File: config.mk
export PLATFORM = sky130hd
export DESIGN_NAME = cfir_cell
export DESIGN_NICKNAME = d
export VERILOG_FILES = /design/src/complex_fir_real_taps_assert.svh /design/src/cfir_pkg.sv /design/src/cfir_cell.sv
export SDC_FILE = /design/constraint.sdc
export NUM_CORES = 2
export LEC_CHECK = 0
export BUFFER_PORTS_ARGS = -buffer_cell sky130_fd_sc_hd__buf_2
export CELL_PAD_IN_SITES_DETAIL_PLACEMENT = 1
export CELL_PAD_IN_SITES_GLOBAL_PLACEMENT = 1
export CORE_ASPECT_RATIO = 1.1
export CORE_UTILIZATION = 53
export CTS_CLUSTER_DIAMETER = 80
export CTS_CLUSTER_SIZE = 30
export DETAILED_ROUTE_END_ITERATION = 8
export PLACE_DENSITY = 0.85
export SYNTH_ARGS = -nofsm -noshare
export SYNTH_HDL_FRONTEND = slang
export SYNTH_SLANG_ARGS = --single-unit
File: constraint.sdc
create_clock -name clk -period 10.55 [get_ports clk]
set_input_delay 0.5275 -clock clk [delete_from_list [all_inputs] [get_ports clk]]
set_output_delay 0.5275 -clock clk [all_outputs]
set_load 0.005 [all_outputs]
File: src/complex_fir_real_taps_assert.svh
// Assertion macros for the complex FIR block.
`ifndef COMPLEX_FIR_REAL_TAPS_ASSERT_SVH
`define COMPLEX_FIR_REAL_TAPS_ASSERT_SVH
`ifndef SYNTHESIS
`define CFIR_ASSERT_IMPL(label, ck, rn, ante, cons) \
    label: assert property (@(posedge ck) disable iff (!rn) (ante) |-> (cons)) \
        else $error("complex_fir_real_taps: assertion failed");
`define CFIR_ASSERT_NEXT(label, ck, rn, ante, cons) \
    label: assert property (@(posedge ck) disable iff (!rn) (ante) |=> (cons)) \
        else $error("complex_fir_real_taps: assertion failed");
`else
`define CFIR_ASSERT_IMPL(label, ck, rn, ante, cons)
`define CFIR_ASSERT_NEXT(label, ck, rn, ante, cons)
`endif
`endif

File: src/cfir_pkg.sv
`default_nettype none

package cfir_pkg;

    localparam int MAX_TAPS    = 16;
    localparam int SAMPLE_BITS = 16;
    localparam int COEF_BITS   = 16;
    localparam int FRAC_SHIFT  = 14;
    localparam int PROD_W      = SAMPLE_BITS + COEF_BITS;
    localparam int ACC_W       = PROD_W + $clog2(MAX_TAPS) + 1;
    localparam int QW          = ACC_W - FRAC_SHIFT;
    localparam int CNT_W       = $clog2(MAX_TAPS + 1);

    localparam int NUM_REGS      = 5;
    localparam int COEFS_PER_REG = 4;
    localparam int COEF_REGS     = 4;
    localparam int COEF_TAPS     = COEF_REGS * COEFS_PER_REG;
    localparam int DATA_W        = 64;
    localparam int ADDR_W        = $clog2(8 * NUM_REGS);
    localparam int REG_IDX_W     = ADDR_W - 3;
    localparam int TAP_COUNT_W   = 5;

    typedef logic signed [SAMPLE_BITS-1:0] sample_t;
    typedef logic signed [COEF_BITS-1:0]   coef_t;
    typedef logic signed [ACC_W-1:0]       acc_t;
    typedef coef_t [MAX_TAPS-1:0]          coef_arr_t;
    typedef logic [REG_IDX_W-1:0]          reg_idx_t;

    typedef struct packed {
        logic shift;
        logic clear;
    } cell_ctl_t;

    localparam reg_idx_t REG_TAP_COUNT   = REG_IDX_W'(0);
    localparam reg_idx_t REG_COEF_0_3    = REG_IDX_W'(1);
    localparam reg_idx_t REG_COEF_4_7    = REG_IDX_W'(2);
    localparam reg_idx_t REG_COEF_8_11   = REG_IDX_W'(3);
    localparam reg_idx_t REG_COEF_12_15  = REG_IDX_W'(4);

    localparam logic [TAP_COUNT_W-1:0] TAP_COUNT_RST = TAP_COUNT_W'(16);
    localparam logic [DATA_W-1:0]      COEF0_RST     = DATA_W'(16384);

    localparam acc_t RND_HALF = ACC_W'(2 ** (FRAC_SHIFT - 1));
    localparam logic signed [QW-1:0] Q_MAX = QW'(2 ** (SAMPLE_BITS - 1) - 1);
    localparam logic signed [QW-1:0] Q_MIN = -QW'(2 ** (SAMPLE_BITS - 1));

    // Round half up by FRAC_SHIFT bits, then saturate to the sample range.
    function automatic sample_t round_sat(acc_t acc);
        acc_t                   x;
        logic signed [QW-1:0]   q;
        sample_t                r;
        x = acc + RND_HALF;
        q = x[ACC_W-1:FRAC_SHIFT];
        if (q > Q_MAX)
        begin
            q = Q_MAX;
        end
        else if (q < Q_MIN)
        begin
            q = Q_MIN;
        end
        r = q[SAMPLE_BITS-1:0];
        return r;
    endfunction

endpackage

`default_nettype wire

File: src/cfir_cell.sv
`default_nettype none

module cfir_cell (
    input  wire                  clk,
    input  wire                  rst_n,
    input  cfir_pkg::cell_ctl_t  ctl,
    input  cfir_pkg::sample_t    smp_i_in,
    input  cfir_pkg::sample_t    smp_q_in,
    input  cfir_pkg::coef_t      coef,
    input  cfir_pkg::acc_t       psum_i_in,
    input  cfir_pkg::acc_t       psum_q_in,
    output cfir_pkg::sample_t    smp_i_out,
    output cfir_pkg::sample_t    smp_q_out,
    output cfir_pkg::acc_t       psum_i_out,
    output cfir_pkg::acc_t       psum_q_out
);
    import cfir_pkg::*;

    sample_t                   smp_i_reg, smp_q_reg;
    sample_t                   smp_i_next, smp_q_next;
    acc_t                      psum_i_reg, psum_q_reg;
    logic signed [PROD_W-1:0]  prod_i, prod_q;

    always_comb
    begin
        priority if (ctl.clear)
        begin
            smp_i_next = '0;
            smp_q_next = '0;
        end
        else if (ctl.shift)
        begin
            smp_i_next = smp_i_in;
            smp_q_next = smp_q_in;
        end
        else
        begin
            smp_i_next = smp_i_reg;
            smp_q_next = smp_q_reg;
        end
    end

    always_ff @(posedge clk or negedge rst_n)
    begin
        if (!rst_n)
        begin
            smp_i_reg <= '0;
            smp_q_reg <= '0;
        end
        else
        begin
            smp_i_reg <= smp_i_next;
            smp_q_reg <= smp_q_next;
        end
    end

    assign prod_i = coef * smp_i_reg;
    assign prod_q = coef * smp_q_reg;

    // The partial sum moves one cell along the chain every cycle.
    always_ff @(posedge clk)
    begin
        psum_i_reg <= psum_i_in + ACC_W'(prod_i);
        psum_q_reg <= psum_q_in + ACC_W'(prod_q);
    end

    assign smp_i_out  = smp_i_reg;
    assign smp_q_out  = smp_q_reg;
    assign psum_i_out = psum_i_reg;
    assign psum_q_out = psum_q_reg;

endmodule

`default_nettype wire

==> flow_metrics.tcl <==
set metrics [dict create \
    status "finished, final reports clean" \
    tightest_slew_ns 1.157 \
    grt_usage_pct 30.58 \
    numCtsBuffers 9 \
    cp.required_ns 10.88 \
    diodes 0 \
    hold_path.class "in2async" \
    cpMostUsedCell "fa_1" \
    ys_seq_area_share_pct 8.671 \
    ir_drop_mv 0.3339 \
    finalNonFillerCells 3554 \
    drtIter0Drc 967 \
    post_cts_buffers 0 \
    power.density_mw_per_mm2 272.7 \
    die_w_um 214.5 \
    drive_gt1_share_pct 8.890 \
    grt_pass1_vias 23468 \
    first_pass_iters 5 \
    syn_nets 3734 \
    gp_congestion 0.8729 \
    start_util_pct 53.68 \
    fin_skew_ns 0.01189 \
    dp_hpwl_um 60410 \
    die-area_mm2 0.05056 \
    syn_to_final_growth_pct 7.169 \
    period_needed_ns 7.327 \
    rsz0062_at_grt "false" \
    routed_wl_um 72390 \
    avgSynthCellArea_um2 9.557 \
    worst_skew_pair.late_latency_ns 0.40 \
    path_clk_slew_ns 0.08 \
    p_leak_uw 0.01539 \
    fmax_ghz 0.1365 \
    vias_per_cell 5.414 \
    startpoint_type "flop" \
    synth_area_mm2 0.02632 \
    totalNegativeSetupSlack_ns 0 \
    drc 0 \
    max_slew_margin_pct 22.62 \
    final_util_pct 57.53 \
    critical_path_class "reg2reg" \
    num_io_pins 232 \
    vias 19240 \
    cts_hold_buf 0 \
    total_power_uw 7691 \
    antenna_found_initial 0 \
    die_y_um 235.7 \
    grt_max_degree 33 \
    cpPeakStageDelay_ns 0.84 \
    cts_max_path_buffers 2 \
    cp-end-kind "flop" \
    port-buffer-count 231 \
    ys_seq_elements 106 \
    synth-edff-count 0 \
    antenna_left 0 \
    synth_ff_type "dfxtp_1" \
    drv_slew 0 \
    cts_resized 0 \
    cts_tree "yes" \
    final_nets 3877 \
    clock_sinks 106 \
    yosysWarnings 0 \
    arrival_ns 7.66 \
    htree_levels 3 \
    fillCellCount 5658 \
    grt_pass1_wl_um 118900 \
    path_delay_family "adder cells" \
    setup_viol 0 \
    root_buffer "clkbuf_16" \
    grt-ovfl-total 0 \
    max_cap_viol_count 0 \
    hold_viol_final 0 \
    avgRoutedWirePerCell_um 20.37 \
    cp.buffers_inverters 3 \
    worstPathCellList "nand2_1, fa_1, inv_1, fa_1, fa_1, fa_1, fa_1, inv_1, fa_1, inv_1, ha_1, and3_1, and2_1, a221o_1, or3_1, a31oi_1, o311ai_1, a21oi_1, xnor2_1" \
    async_flop_share_pct 30.19 \
    netlist_instances 2754 \
    slowest_stage "dfrtp_1" \
    crit_path_max_fanout 18 \
    ys_types 61 \
    rows 85 \
    preCtsSetupSlack_ns 3.035 \
    fin_crit_sh_pct 69.45 \
    setup_slack_ns 3.223 \
    core-area_mm2 0.04903 \
    place_inst 3538 \
]
[worst paths after layout]
| kind | from | endpoint | slack [ns] | cells past startpoint |
|---|---|---|---|---|
| setup / recovery | smp_i_out[4]$_DFFE_PN0P_ | psum_i_out[36]$_DFF_P_ | 3.22 | 19 |
| hold / removal | rst_n | smp_i_out[7]$_DFFE_PN0P_ | 0.19 | 1 |
| setup reg to reg | smp_i_out[4]$_DFFE_PN0P_ | psum_i_out[36]$_DFF_P_ | 3.22 | 19 |
| hold reg to reg | smp_i_out[15]$_DFFE_PN0P_ | smp_i_out[15]$_DFFE_PN0P_ | 0.80 | 2 |
| max in group asynchronous | rst_n | smp_q_out[7]$_DFFE_PN0P_ | 9.89 | 1 |
| min in group clk | psum_q_in[0] | psum_q_out[0]$_DFF_P_ | 0.36 | 2 |
[worst reg2reg max path: cells and delay by family (launching register included)]
| kind | cells | cell delay (ns) |
|---|---|---|
| adders and majority gates | 7 | 3.95 |
| AOI/OAI and AO/OA | 4 | 1.08 |
| and+or+nand+nor | 4 | 1.07 |
| DFF | 1 | 0.84 |
| buffers and inverters | 3 | 0.18 |
| xor gates and xnor gates | 1 | 0.14 |
[report_power, final]
group | switching, uW | leakage, uW | internal, uW
Combinational | 3760 | 0.0142 | 2860
Sequential | 79.9 | 0.00105 | 645
Clock | 185 | 0.000127 | 163
Total | 4030 | 0.0154 | 3670
[flip-flops by register name, indices dropped and copies added, names as in the netlist]
signal,flops
psum_i_out,37
psum_q_out,37
smp_i_out,16
smp_q_out,16
[logic make-up after synthesis]
kind of cell               share of synthesized area, %
DFF                                               8.671
AOI/OAI and AO/OA                                 4.630
and+or+nand+nor                                   12.53
xor gates and xnor gates                          2.329
muxes                                             1.336
adders and majority gates                         58.74
buffers and inverters                             11.77
[layout make-up]
cell class	instances	area [um2]	area share, %
Timing Repair Buffer	233	1171	4.152
Tap cell	652	815.8	2.892
Clock inverter	6	51.30	0.1819
Clock buffer	10	229.0	0.8117
Inverter	724	2718	9.634
Multi-Input combinational cell	1823	20940	74.24
Sequential cell	106	2282	8.091
[Yosys cell counts, drive strengths merged, types with 4 or more instances]
cell type	count	area, um2
a31oi	5	31.28
fa	636	12730
nor2	100	375.4
o211ai	4	35.03
a21o	34	255.2
a21boi	5	37.54
o21ai	27	142.6
o21a	14	105.1
ha	218	2728
clkbuf	95	356.6
a211o	4	35.03
dfrtp	32	800.8
and2	219	1370
o311ai	4	35.04
a311oi	5	43.79
inv	724	2718
mux2i	34	340.3
buf	6	23.77
xnor2	58	508.0
xor2	12	105.1
nor2b	12	82.58
nand2b	9	56.30
dfxtp	74	1481
nor3	7	35.03
nand4	4	25.02
o21bai	6	45.04
a21oi	47	235.2
or3	4	25.02
and3	7	43.79
a211oi	5	42.54
nand2	300	1126
nand3	10	50.05
[routing by layer]
metal / wire length [um] / track usage, %
met1: 25040 / 32.81
met2: 41330 / 59.45
met3: 2667 / 3.269
met4: 3356 / 14.24
met5: 0 / 0
[metrics by stage]
stage	hold slack [ns]	cell area (um2)
global route	0.2247	28210
floorplan	0.2319	26320
finish	0.1889	28210
CTS	0.1821	28210
detailed placement	0.6203	27930
global placement	0.6083	27930
[cell usage in the layout, fill, tap and decap left out, types with 4 or more instances in the layout]
master	count
nand2b_1	9
nor2_1	100
dfxtp_1	74
a21boi_0	5
fa_1	636
dfrtp_1	32
o21a_1	14
nand3_1	10
clkbuf_16	9
ha_1	218
nand4_1	4
nand2_1	300
and3_1	7
mux2i_1	34
inv_1	724
a21o_1	34
or3_1	4
nor2b_1	11
a211oi_1	4
nor3_1	7
xor2_1	12
buf_2	231
and2_1	219
a311oi_1	5
a21oi_1	47
o21bai_1	6
xnor2_1	58
a31oi_1	5
o21ai_0	24
a211o_1	4
No activity file was read; power rests on OpenSTA's default activity.
